[config.mk]
export PLATFORM = sky130hd
export DESIGN_NAME = langevin_oscillator_step_top
export DESIGN_NICKNAME = d
export VERILOG_FILES = /design/src/rtl/los_pkg.sv /design/src/rtl/los_mul.sv /design/src/rtl/langevin_oscillator_step_top.sv
export SDC_FILE = /design/constraint.sdc
export NUM_CORES = 2
export LEC_CHECK = 0
export BUFFER_PORTS_ARGS = -buffer_cell sky130_fd_sc_hd__buf_2
export CORE_MARGIN = 2
export CORE_UTILIZATION = 58
export DETAILED_ROUTE_END_ITERATION = 8
export PLACE_DENSITY_LB_ADDON = 0.05
export SLEW_MARGIN = 10
export SYNTH_ARGS = -nofsm -noshare
export SYNTH_HDL_FRONTEND = slang
export SYNTH_HIERARCHICAL = 1
export SYNTH_SLANG_ARGS = --single-unit
export TNS_END_PERCENT = 10
[constraint.sdc]
create_clock -name clk -period 15.2 [get_ports clk]
set_clock_uncertainty 0.2 [all_clocks]
set_input_delay 2.28 -clock clk [delete_from_list [all_inputs] [get_ports clk]]
set_output_delay 2.28 -clock clk [all_outputs]
set_load 0.01 [all_outputs]
[src/rtl/los_pkg.sv]
// Shared constants and types for the Langevin oscillator step block.
package los_pkg;

  localparam int WORD_WIDTH_DEF = 48;
  localparam int FRAC_BITS_DEF  = 32;

  localparam int CFG_W     = 47;
  localparam int ROOT_W    = 33;
  localparam int CFG_IDX_W = 2;

  localparam logic [ROOT_W-1:0] ROOT_RESET = 33'h1_0000_0000;

  localparam logic [CFG_IDX_W-1:0] REG_SPRING = 2'd0;
  localparam logic [CFG_IDX_W-1:0] REG_DT     = 2'd1;
  localparam logic [CFG_IDX_W-1:0] REG_ROOT   = 2'd2;
  localparam logic [CFG_IDX_W-1:0] REG_GAIN   = 2'd3;

  typedef struct packed {
    logic start;
    logic half;
  } mul_req_t;

endpackage

[src/rtl/los_mul.sv]
// Shared multi-cycle signed multiplier with rounding and saturation to the word.
module los_mul #(
  parameter int WORD_WIDTH = los_pkg::WORD_WIDTH_DEF,
  parameter int FRAC_BITS  = los_pkg::FRAC_BITS_DEF,
  parameter int OP_WIDTH   = los_pkg::WORD_WIDTH_DEF
) (
  input  logic                         clk,
  input  logic                         rst,
  input  los_pkg::mul_req_t            req,
  input  logic signed [OP_WIDTH-1:0]   op_a,
  input  logic signed [OP_WIDTH-1:0]   op_b,
  output logic signed [WORD_WIDTH-1:0] result,
  output logic                         done
);

  localparam int HALF  = (OP_WIDTH + 1) / 2;
  localparam int ACC_W = 4 * HALF;
  localparam int PW    = ACC_W + 2;

  localparam logic [1:0] M_IDLE  = 2'd0;
  localparam logic [1:0] M_PROD  = 2'd1;
  localparam logic [1:0] M_SIGN  = 2'd2;
  localparam logic [1:0] M_ROUND = 2'd3;

  localparam logic signed [PW-1:0] ONE_P  = PW'(1);
  localparam logic signed [PW-1:0] RND_F  = ONE_P <<< (FRAC_BITS - 1);
  localparam logic signed [PW-1:0] RND_H  = ONE_P <<< FRAC_BITS;
  localparam logic signed [PW-1:0] WMAX_P = (ONE_P <<< (WORD_WIDTH - 1)) - ONE_P;
  localparam logic signed [PW-1:0] WMIN_P = -WMAX_P - ONE_P;

  logic [1:0]           phase;
  logic [2:0]           cnt;
  logic [2*HALF-1:0]    ma;
  logic [2*HALF-1:0]    mb;
  logic                 neg;
  logic                 half_q;
  logic [2*HALF-1:0]    pp;
  logic [1:0]           pp_shift;
  logic [ACC_W-1:0]     acc;
  logic signed [PW-1:0] prod;

  logic [OP_WIDTH-1:0]  mag_a;
  logic [OP_WIDTH-1:0]  mag_b;
  logic [HALF-1:0]      a_sel;
  logic [HALF-1:0]      b_sel;
  logic [2*HALF-1:0]    pp_full;
  logic [ACC_W-1:0]     pp_ext;
  logic [ACC_W-1:0]     pp_aligned;
  logic signed [PW-1:0] rnd;
  logic signed [PW-1:0] quo;
  logic signed [WORD_WIDTH-1:0] sat;

  assign mag_a = op_a[OP_WIDTH-1] ? (~op_a + {{(OP_WIDTH-1){1'b0}}, 1'b1}) : op_a;
  assign mag_b = op_b[OP_WIDTH-1] ? (~op_b + {{(OP_WIDTH-1){1'b0}}, 1'b1}) : op_b;

  assign a_sel   = cnt[0] ? ma[2*HALF-1:HALF] : ma[HALF-1:0];
  assign b_sel   = cnt[1] ? mb[2*HALF-1:HALF] : mb[HALF-1:0];
  assign pp_full = (2*HALF)'(a_sel) * (2*HALF)'(b_sel);

  assign pp_ext = ACC_W'(pp);

  always_comb begin
    case (pp_shift)
      2'd0:    pp_aligned = pp_ext;
      2'd1:    pp_aligned = pp_ext << HALF;
      default: pp_aligned = pp_ext << (2 * HALF);
    endcase
  end

  always_comb begin
    rnd = prod + (half_q ? RND_H : RND_F);
    quo = half_q ? (rnd >>> (FRAC_BITS + 1)) : (rnd >>> FRAC_BITS);
    if (quo > WMAX_P) begin
      sat = WMAX_P[WORD_WIDTH-1:0];
    end else if (quo < WMIN_P) begin
      sat = WMIN_P[WORD_WIDTH-1:0];
    end else begin
      sat = quo[WORD_WIDTH-1:0];
    end
  end

  always_ff @(posedge clk) begin
    if (rst) begin
      phase <= M_IDLE;
      done  <= 1'b0;
      cnt   <= 3'd0;
    end else begin
      done <= (phase == M_ROUND);
      case (phase)
        M_IDLE: begin
          if (req.start) begin
            phase <= M_PROD;
            cnt   <= 3'd0;
          end
        end
        M_PROD: begin
          cnt <= cnt + 3'd1;
          if (cnt == 3'd4) begin
            phase <= M_SIGN;
          end
        end
        M_SIGN: begin
          phase <= M_ROUND;
        end
        default: begin
          phase <= M_IDLE;
        end
      endcase
    end
  end

  always_ff @(posedge clk) begin
    if (phase == M_IDLE && req.start) begin
      ma     <= (2*HALF)'(mag_a);
      mb     <= (2*HALF)'(mag_b);
      neg    <= op_a[OP_WIDTH-1] ^ op_b[OP_WIDTH-1];
      half_q <= req.half;
      acc    <= '0;
    end
    if (phase == M_PROD) begin
      pp       <= pp_full;
      pp_shift <= 2'(cnt[0]) + 2'(cnt[1]);
      if (cnt != 3'd0) begin
        acc <= acc + pp_aligned;
      end
    end
    if (phase == M_SIGN) begin
      prod <= neg ? -$signed({2'b00, acc}) : $signed({2'b00, acc});
    end
    if (phase == M_ROUND) begin
      result <= sat;
    end
  end

endmodule

[src/rtl/langevin_oscillator_step_top.sv]
// Top level: one Langevin step of a noisy damped oscillator per input beat.
// Each beat runs nine multiplies in sequence on one shared multiplier, each made of
// four partial products, sign, rounding and handoff; a new beat is taken only once
// the previous one has been emitted.
// A finished result waits in its own output register while the next beat is taken.
// Reset (synchronous, active high) clears position, velocity, the sequencer and
// sets the registers to their reset values (damping root one, others zero).
module langevin_oscillator_step_top #(
  parameter int WORD_WIDTH = los_pkg::WORD_WIDTH_DEF,
  parameter int FRAC_BITS  = los_pkg::FRAC_BITS_DEF
) (
  input  logic                          clk,
  input  logic                          rst,
  input  logic                          cfg_we,
  input  logic [los_pkg::CFG_IDX_W-1:0] cfg_index,
  input  logic [los_pkg::CFG_W-1:0]     cfg_data,
  input  logic                          s_tvalid,
  output logic                          s_tready,
  // noise_first, noise_second (from bit 0 up), zero fill to whole bytes
  input  logic [((2*WORD_WIDTH+7)/8)*8-1:0] s_tdata,
  output logic                          m_tvalid,
  input  logic                          m_tready,
  // position, velocity (from bit 0 up), zero fill to whole bytes
  output logic [((2*WORD_WIDTH+7)/8)*8-1:0] m_tdata
);

  localparam int W    = WORD_WIDTH;
  localparam int TD_W = ((2*WORD_WIDTH+7)/8)*8;
  localparam int OPW  = (WORD_WIDTH > los_pkg::CFG_W) ? WORD_WIDTH : los_pkg::CFG_W + 1;

  localparam logic signed [W-1:0] WMAX = {1'b0, {(W-1){1'b1}}};
  localparam logic signed [W-1:0] WMIN = {1'b1, {(W-1){1'b0}}};

  localparam logic [1:0] S_IDLE  = 2'd0;
  localparam logic [1:0] S_ISSUE = 2'd1;
  localparam logic [1:0] S_WAIT  = 2'd2;
  localparam logic [1:0] S_EMIT  = 2'd3;

  localparam logic [3:0] ST_FORCE_A = 4'd0;
  localparam logic [3:0] ST_KICK_A  = 4'd1;
  localparam logic [3:0] ST_DAMP_A  = 4'd2;
  localparam logic [3:0] ST_NOISE_A = 4'd3;
  localparam logic [3:0] ST_DRIFT   = 4'd4;
  localparam logic [3:0] ST_FORCE_B = 4'd5;
  localparam logic [3:0] ST_KICK_B  = 4'd6;
  localparam logic [3:0] ST_DAMP_B  = 4'd7;
  localparam logic [3:0] ST_NOISE_B = 4'd8;

  logic [los_pkg::CFG_W-1:0]  spring_coef;
  logic [los_pkg::CFG_W-1:0]  time_step;
  logic [los_pkg::ROOT_W-1:0] damping_root;
  logic [los_pkg::CFG_W-1:0]  noise_gain;

  logic [1:0]          state;
  logic [3:0]          step;
  logic signed [W-1:0] position_store;
  logic signed [W-1:0] velocity_store;
  logic signed [W-1:0] half_vel;
  logic signed [W-1:0] tmp;
  logic signed [W-1:0] noise_first;
  logic signed [W-1:0] noise_second;
  logic signed [W-1:0] pos_out;
  logic signed [W-1:0] vel_out;
  logic                out_valid;

  los_pkg::mul_req_t     mul_req;
  logic signed [OPW-1:0] mul_a;
  logic signed [OPW-1:0] mul_b;
  logic signed [W-1:0]   mul_res;
  logic                  mul_done;

  logic signed [OPW-1:0] k_op;
  logic signed [OPW-1:0] dt_op;
  logic signed [OPW-1:0] r_op;
  logic signed [OPW-1:0] g_op;
  logic signed [W-1:0]   neg_tmp;
  logic signed [W-1:0]   add_a;
  logic signed [W-1:0]   add_sum;
  logic                  emit_fire;

  function automatic logic signed [W-1:0] sat_add(input logic signed [W-1:0] a,
                                                  input logic signed [W-1:0] b);
    logic signed [W:0] s;
    s = (W+1)'(a) + (W+1)'(b);
    if (s[W] != s[W-1]) begin
      sat_add = s[W] ? WMIN : WMAX;
    end else begin
      sat_add = s[W-1:0];
    end
  endfunction

  function automatic logic signed [W-1:0] sat_neg(input logic signed [W-1:0] a);
    if (a == WMIN) begin
      sat_neg = WMAX;
    end else begin
      sat_neg = -a;
    end
  endfunction

  assign k_op    = $signed(OPW'(spring_coef));
  assign dt_op   = $signed(OPW'(time_step));
  assign r_op    = $signed(OPW'(damping_root));
  assign g_op    = $signed(OPW'(noise_gain));
  assign neg_tmp = sat_neg(tmp);

  always_comb begin
    mul_req.start = (state == S_ISSUE);
    mul_req.half  = 1'b0;
    mul_a         = k_op;
    mul_b         = OPW'(position_store);
    add_a         = half_vel;
    case (step)
      ST_FORCE_A, ST_FORCE_B: begin
        mul_a = k_op;
        mul_b = OPW'(position_store);
      end
      ST_KICK_A, ST_KICK_B: begin
        mul_a        = OPW'(neg_tmp);
        mul_b        = dt_op;
        mul_req.half = 1'b1;
      end
      ST_DAMP_A: begin
        mul_a = r_op;
        mul_b = OPW'(velocity_store);
        add_a = tmp;
      end
      ST_NOISE_A: begin
        mul_a = g_op;
        mul_b = OPW'(noise_first);
      end
      ST_DRIFT: begin
        mul_a = OPW'(half_vel);
        mul_b = dt_op;
        add_a = position_store;
      end
      ST_DAMP_B: begin
        mul_a = r_op;
        mul_b = OPW'(half_vel);
      end
      ST_NOISE_B: begin
        mul_a = g_op;
        mul_b = OPW'(noise_second);
        add_a = tmp;
      end
      default: begin
        mul_a = k_op;
        mul_b = OPW'(position_store);
      end
    endcase
  end

  assign add_sum = sat_add(add_a, mul_res);

  los_mul #(
    .WORD_WIDTH(WORD_WIDTH),
    .FRAC_BITS (FRAC_BITS),
    .OP_WIDTH  (OPW)
  ) u_mul (
    .clk   (clk),
    .rst   (rst),
    .req   (mul_req),
    .op_a  (mul_a),
    .op_b  (mul_b),
    .result(mul_res),
    .done  (mul_done)
  );

  assign s_tready  = (state == S_IDLE);
  assign m_tvalid  = out_valid;
  assign m_tdata   = TD_W'({vel_out, pos_out});
  assign emit_fire = (state == S_EMIT) && (!out_valid || m_tready);

  always_ff @(posedge clk) begin
    if (rst) begin
      spring_coef  <= '0;
      time_step    <= '0;
      damping_root <= los_pkg::ROOT_RESET;
      noise_gain   <= '0;
    end else if (cfg_we) begin
      case (cfg_index)
        los_pkg::REG_SPRING: spring_coef  <= cfg_data;
        los_pkg::REG_DT:     time_step    <= cfg_data;
        los_pkg::REG_ROOT:   damping_root <= cfg_data[los_pkg::ROOT_W-1:0];
        los_pkg::REG_GAIN:   noise_gain   <= cfg_data;
        default: ;
      endcase
    end
  end

  always_ff @(posedge clk) begin
    if (rst) begin
      state          <= S_IDLE;
      step           <= ST_FORCE_A;
      position_store <= '0;
      velocity_store <= '0;
      out_valid      <= 1'b0;
    end else begin
      if (out_valid && m_tready && !emit_fire) begin
        out_valid <= 1'b0;
      end
      case (state)
        S_IDLE: begin
          if (s_tvalid) begin
            step  <= ST_FORCE_A;
            state <= S_ISSUE;
          end
        end
        S_ISSUE: begin
          state <= S_WAIT;
        end
        S_WAIT: begin
          if (mul_done) begin
            case (step)
              ST_DRIFT:   position_store <= add_sum;
              ST_NOISE_B: velocity_store <= add_sum;
              default: ;
            endcase
            if (step == ST_NOISE_B) begin
              state <= S_EMIT;
            end else begin
              step  <= step + 4'd1;
              state <= S_ISSUE;
            end
          end
        end
        default: begin
          if (emit_fire) begin
            out_valid <= 1'b1;
            state     <= S_IDLE;
          end
        end
      endcase
    end
  end

  always_ff @(posedge clk) begin
    if (s_tvalid && s_tready) begin
      noise_first  <= s_tdata[W-1:0];
      noise_second <= s_tdata[2*W-1:W];
    end
    if (state == S_WAIT && mul_done) begin
      case (step)
        ST_FORCE_A, ST_KICK_A, ST_FORCE_B, ST_DAMP_B: tmp <= mul_res;
        ST_DAMP_A, ST_NOISE_A, ST_KICK_B:             half_vel <= add_sum;
        default: ;
      endcase
    end
    if (emit_fire) begin
      pos_out <= position_store;
      vel_out <= velocity_store;
    end
  end

`ifndef SYNTH
  a_done_in_wait: assert property (@(posedge clk) disable iff (rst)
    mul_done |-> state == S_WAIT)
    else $error("multiplier finished outside the wait state");

  a_accept_starts: assert property (@(posedge clk) disable iff (rst)
    (s_tvalid && s_tready) |=> (state == S_ISSUE && step == ST_FORCE_A))
    else $error("accepted beat did not start the sequence");

  a_emit_loads: assert property (@(posedge clk) disable iff (rst)
    emit_fire |=> (out_valid && state == S_IDLE))
    else $error("finished step did not reach the output register");

  a_step_bound: assert property (@(posedge clk) disable iff (rst)
    state == S_ISSUE |-> step <= ST_NOISE_B)
    else $error("sequencer step out of range");
`endif

endmodule
# After elaboration in Yosys (flattened, before gate mapping)

Cells that the tools add are included.

$add $sub $neg: 10
$mul: 1
Magnitude comparators: 2
Equal/unequal tests: 26
Multiplexer cells: 36
Bitwise logic cells: 3
Reduce and logical (&&, ||, !) cells: 38

Operators with widths:

| kind                                                                               | number |
|---|---|
| 96-bit two-way mux                                                                 | 4 |
| 48-bit one-hot mux with 5 select lines                                             | 1 |
| 48-bit two-way mux                                                                 | 4 |
| 48-bit one-hot mux with 4 select lines                                             | 1 |
| 96-bit one-hot mux with 2 select lines                                             | 1 |
| 98-bit by 34-bit adder with 98-bit output                                          | 1 |
| 96-bit negator with 98-bit output                                                  | 1 |
| 48-bit by 1-bit adder with 48-bit output (second input constant)                   | 2 |
| 96-bit adder                                                                       | 1 |
| 48-bit inverter                                                                    | 2 |
| 48-bit one-hot mux with 2 select lines                                             | 1 |
| 47-bit two-way mux                                                                 | 2 |
| 66-bit by 48-bit greater-than comparator with 1-bit output (second input constant) | 1 |
| 66-bit by 48-bit less-than comparator with 1-bit output (second input constant)    | 1 |
| 65-bit two-way mux                                                                 | 1 |
| 48-bit by 48-bit adder with 49-bit output                                          | 1 |
| 48-bit equality test (second input constant)                                       | 1 |
| 24-bit by 24-bit multiplier with 48-bit output                                     | 1 |
| 24-bit two-way mux                                                                 | 2 |
| 48-bit negator                                                                     | 1 |
| 33-bit two-way mux                                                                 | 1 |
| 4-bit by 3-bit equality test with 1-bit output (second input constant)             | 4 |
| 2-bit AND reduction                                                                | 8 |
| 2-bit equality test (second input constant)                                        | 6 |
| 32 further kinds                                                                   | 67 |

Bits in registers: 961
Input port bits: 150
Logic and storage cells: 146

# Logic depth before layout (Yosys ltp)

Depth after elaboration: 8
Gate-level depth with buffers: 31
Depth with buffers taken out: 28

# Cells and area by module

Netlist, hierarchy kept.

By module, submodules not included:

| module                       | instances | cells an instance | area an instance (um^2) | seq. area each (um^2) |
|---|---|---|---|---|
| los_mul                      | 1         | 4990              | 43675.6                 | 9939.5 |
| langevin_oscillator_step_top | 1         | 2764              | 26038.7                 | 14193.6 |

# Worst setup path after synthesis

No wires, ideal clock.

Path kind: input -> register
Start: input port s_tvalid
End: register noise_first[0] (enable)
Library setup time: 0.696 ns
Data arrival time: 9.329 ns
Required time: 14.304 ns
Path slack: 4.976 ns
Stages on the path: 1
Buffers on the path: 0
Cells stage by stage: nor3b_1

Word-level cells in the longest chain between the ends: 1

RTL lines:

| what                   | line                                | RTL |
|---|---|---|
| start: declaration     | langevin_oscillator_step_top.sv:17  | `input logic s_tvalid,` |
| 1-bit logical AND      | langevin_oscillator_step_top.sv:237 | `if (s_tvalid && s_tready) begin` |
| end signal: assignment | langevin_oscillator_step_top.sv:238 | `noise_first <= s_tdata[W-1:0];` |
| end: declaration       | langevin_oscillator_step_top.sv:60  | `logic signed [W-1:0] noise_first;` |

No other way between the ends.
A chain may end at the register's enable or synchronous reset.

# Worst setup path after layout

Start: register u_mul.cnt[0]
End: register u_mul.pp[46] (data pin)

Word-level cells in the longest chain between the ends: 2

RTL lines:

| what                                           | line           | RTL |
|---|---|---|
| start: declaration                             | los_mul.sv:32  | `logic [2:0] cnt;` |
| start signal: assignment                       | los_mul.sv:97  | `cnt <= cnt + 3'd1;` |
| 24-bit two-way mux                             | los_mul.sv:56  | `assign a_sel = cnt[0] ? ma[2*HALF-1:HALF] : ma[HALF-1:0];` |
| 24-bit by 24-bit multiplier with 48-bit output | los_mul.sv:58  | `assign pp_full = (2*HALF)'(a_sel) * (2*HALF)'(b_sel);` |
| net u_mul.pp_full[46]                          | los_mul.sv:46  | `logic [2*HALF-1:0] pp_full;` |
| end signal: assignment                         | los_mul.sv:121 | `pp <= pp_full;` |
| end: declaration                               | los_mul.sv:37  | `logic [2*HALF-1:0] pp;` |

The timed path passes the listed nets, and every way through them passes these cells.

==> flow_summary_export.csv <==
group,metric,value,unit
sta,fin_crit,9.66,ns
die,ios,248,
synth,synth_edf_count,551,
synth,synth_cell_types,101,
setup_path,endpoint,"u_mul/pp[46]",
setup_path,worst-path-max-fanout,51,
drt,wl,243000,um
die,die-width,351,um
setup_path,reg2regPathDepth,25,
sta,finalHoldViolations,0,
clock_tree,clockRootBuffer,"clkbuf_16",
setup_path,r2r_end,"u_mul/pp[46]",
drt,route.met3.wl,27500,um
drt,vias_per_cell,6.36,
drt,via_count,60100,
clock_tree,insertion_delay,0.74,ns
clock_tree,clkTransAtPathRegs,0.06,ns
sta,rsz0062_at_grt,"no",
synth,yosys_most_used_dff,"edfxtp_1",
status,status,"complete, no violations",
clock_tree,holdBufCountCts,0,
sta,setup_violations,0,
cells_and_area,area_growth_syn_to_layout,8.77,%
drt,dr_wl_met2,106000,um
sta,tightest_slew,1.18,ns
clock_tree,clockBufferDepth,3,
cells_and_area,layout-drive-gt1-share,8.76,%
setup_path,end_kind,"flip-flop",
synth,yosysTopAreaCell,"edfxtp_1",
synth,synthCells,7754,
global_routing,grt.total_usage,39.4,%
drt,drt_iter0_drc,7890,
die,die_h,351,um
drt,wire_per_inst,25.7,um
drt,wl_met1,97200,um
setup_path,startpoint,"u_mul/cnt[0]",
die,fp.dieArea,0.123,mm2
setup_path,critical-path-max-stage-delay,1.00,ns
synth,ys_seq_area_share,34.6,%
flow_run,maxCapViolCount,0,
min_path,worstHoldPathType,"reg -> reg",
synth,ys_warn_count,6,
setup_path,crit_cells,25,
sta,max_freq,104,MHz
drt,ant_nets,0,
synth,ys_top_cells_by_area,"edfxtp_1 24%, fa_1 14%, dfxtp_1 11%",
clock_tree,h-tree-depth,3,
sta,slew_headroom,19.6,%
die,core,0.120,mm2
global_routing,grt_pass1_wl,363000,um
setup_path,r2r_slack,5.54,ns
clock_tree,cts_setup_buffers,0,
sta,period_share,63.5,%
die,initial_core_util,58.3,%
synth,avgSynthCellArea,8.99,um2
synth,synth_nets,8721,
synth,synthesis.area,0.0697,mm2
setup_path,crit_buf_inv,5,
setup_path,arrival,9.93,ns
setup_path,cpLargestDelayFamily,"adder cells",
clock_tree,cts_made_buffers,100,
setup_path,crit_type,"reg -> reg",
die,fp-row-count,127,
clock_tree,cts_tree,"built",
global_routing,grt_pass1_vias,57200,
drt,top_layer,"met5",
synth,synth-async-reset-ratio,0,%
setup_path,cp.required,15.48,ns
synth,synth_top_area_share,23.7,%
place,dp_hpwl,187000,um
setup_path,r2r-start,"u_mul/cnt[0]",
drt,drc,0,
cells_and_area,nNetsFinal,8720,
place,place_congestion,1.01,
synth,ys_seq_elements,930,
global_routing,grt-ovfl-total,0,
global_routing,grt_max_degree,113,
global_routing,antenna_found_initial,27,
min_path,min_path_cells,2,
clock_tree,clock-sinks,930,
sta,report.final.slew_viol_count,0,
setup_path,cp-start-kind,"flip-flop",
place,numPortBuffers,247,
sta,fin_tns_setup,0,ns
setup_path,cpMaxStageDelayCell,"mux2i_2",
drt,drt-pass1-iter-count,9,
clock_tree,cts-resized-gates,0,
setup_path,crit_top_cell,"fa_1",
logic make-up after synthesis:
family,count (synthesis),synth area share (%)
buf+inv,1089,5.89
mux,147,2.21
simple gates,2643,16.7
fa+ha+maj,821,19.9
compound gates,1733,15.7
xor+xnor,391,4.91
flops,930,34.6
synthesized netlist by cell type, drive strengths merged, types with 61 or more instances:
| cell type | number |
|---|---|
| a21o | 107 |
| a21oi | 461 |
| a221oi | 61 |
| a22o | 62 |
| a31oi | 131 |
| and2 | 79 |
| clkbuf | 424 |
| dfxtp | 379 |
| edfxtp | 551 |
| fa | 485 |
| ha | 332 |
| inv | 627 |
| mux2i | 92 |
| nand2 | 1189 |
| nand3 | 174 |
| nand4 | 94 |
| nor2 | 714 |
| nor3 | 99 |
| o21ai | 482 |
| xnor2 | 296 |
| xor2 | 95 |
cell usage in the layout, fill, tap and decap left out, types with 54 or more instances in the layout:
cell and count:
nand2_1 1188, nor2_1 702, inv_1 625, edfxtp_1 551, fa_1 485, o21ai_0 471
a21oi_1 459, dfxtp_1 377, ha_1 329, xnor2_1 296, buf_2 246, nand3_1 173
a31oi_1 130, buf_4 111, a21o_1 107, clkbuf_16 100, nor3_1 98, xor2_1 95
nand4_1 94, mux2i_1 81, and2_1 75, a22o_1 62, a221oi_1 60, o31ai_1 56
mux2_2 55, a22oi_1 54
cell type report:
type	instances	area (um2)
clock buffers	119	2660
clock inverters	71	883
diodes	6	15.0
multi-input cells	5735	41700
fillers	10200	43800
inverters	628	2360
well taps	1612	2020
repair buffers	358	2080
flip-flops and latches	930	24100
sequential cells by signal, indices dropped and copies added (netlist names), 2 cells and up:
register        cells
u_mul/cnt           3
pos_out            48
u_mul/ma           48
half_vel           48
position_store     48
u_mul/phase         2
spring_coef        47
u_mul/pp           48
u_mul/mb           48
u_mul/prod         67
noise_second       48
step                4
tmp                48
velocity_store     48
time_step          47
state               2
u_mul/acc          96
vel_out            48
noise_gain         47
damping_root       33
u_mul/pp_shift      2
u_mul/result       48
noise_first        48
layer usage:
metal / vias up / global-route usage [%]
met3: 616 / 9.93
met1: 29500 / 53.8
li1: 26800 / -
met4: 20 / 15.7
met2: 3232 / 60.3
met5: - / 0
worst reg2reg max path: cells and delay by family (launching register included):
family                   cells  cell delay, ns
AO/OA/AOI/OAI                9            2.81
XOR/XNOR                     1            0.09
adder cells (fa/ha/maj)      8            3.99
buffers and inverters        5            0.80
flip-flops                   1            0.31
multiplexers                 1            1.04
AND/OR/NAND/NOR              1            0.15
worst min-delay path by stage:
| stage | startpoint | to | slack (ns) |
|---|---|---|---|
| floorplan | velocity_store[42] | vel_out[42] | 0.22 |
| global placement | velocity_store[3] | vel_out[3] | 0.24 |
| detailed placement | damping_root[20] | damping_root[20] | 0.25 |
| CTS | damping_root[0] | damping_root[0] | 0.25 |
| global route | u_mul/result[39] | tmp[39] | 0.27 |
| finish | damping_root[6] | damping_root[6] | 0.26 |
through the flow:
stage | cells | hold WS, ns | setup slack, ns | utilization [%] | cell area, um2
CTS | 9453 | 0.254 | 5.63 | 63.4 | 75800
finish | 9459 | 0.257 | 5.54 | 63.4 | 75800
floorplan | 7754 | 0.222 | 4.98 | - | 69700
detailed placement | 9263 | 0.246 | 5.65 | 60.4 | 72300
global route | 9453 | 0.268 | 5.08 | 63.4 | 75800
global placement | 9263 | 0.239 | 5.73 | 60.4 | 72300
Power is left out: the tool's default activity adds up to more than one toggle a clock period on the data nets, which glitch-free logic cannot reach.
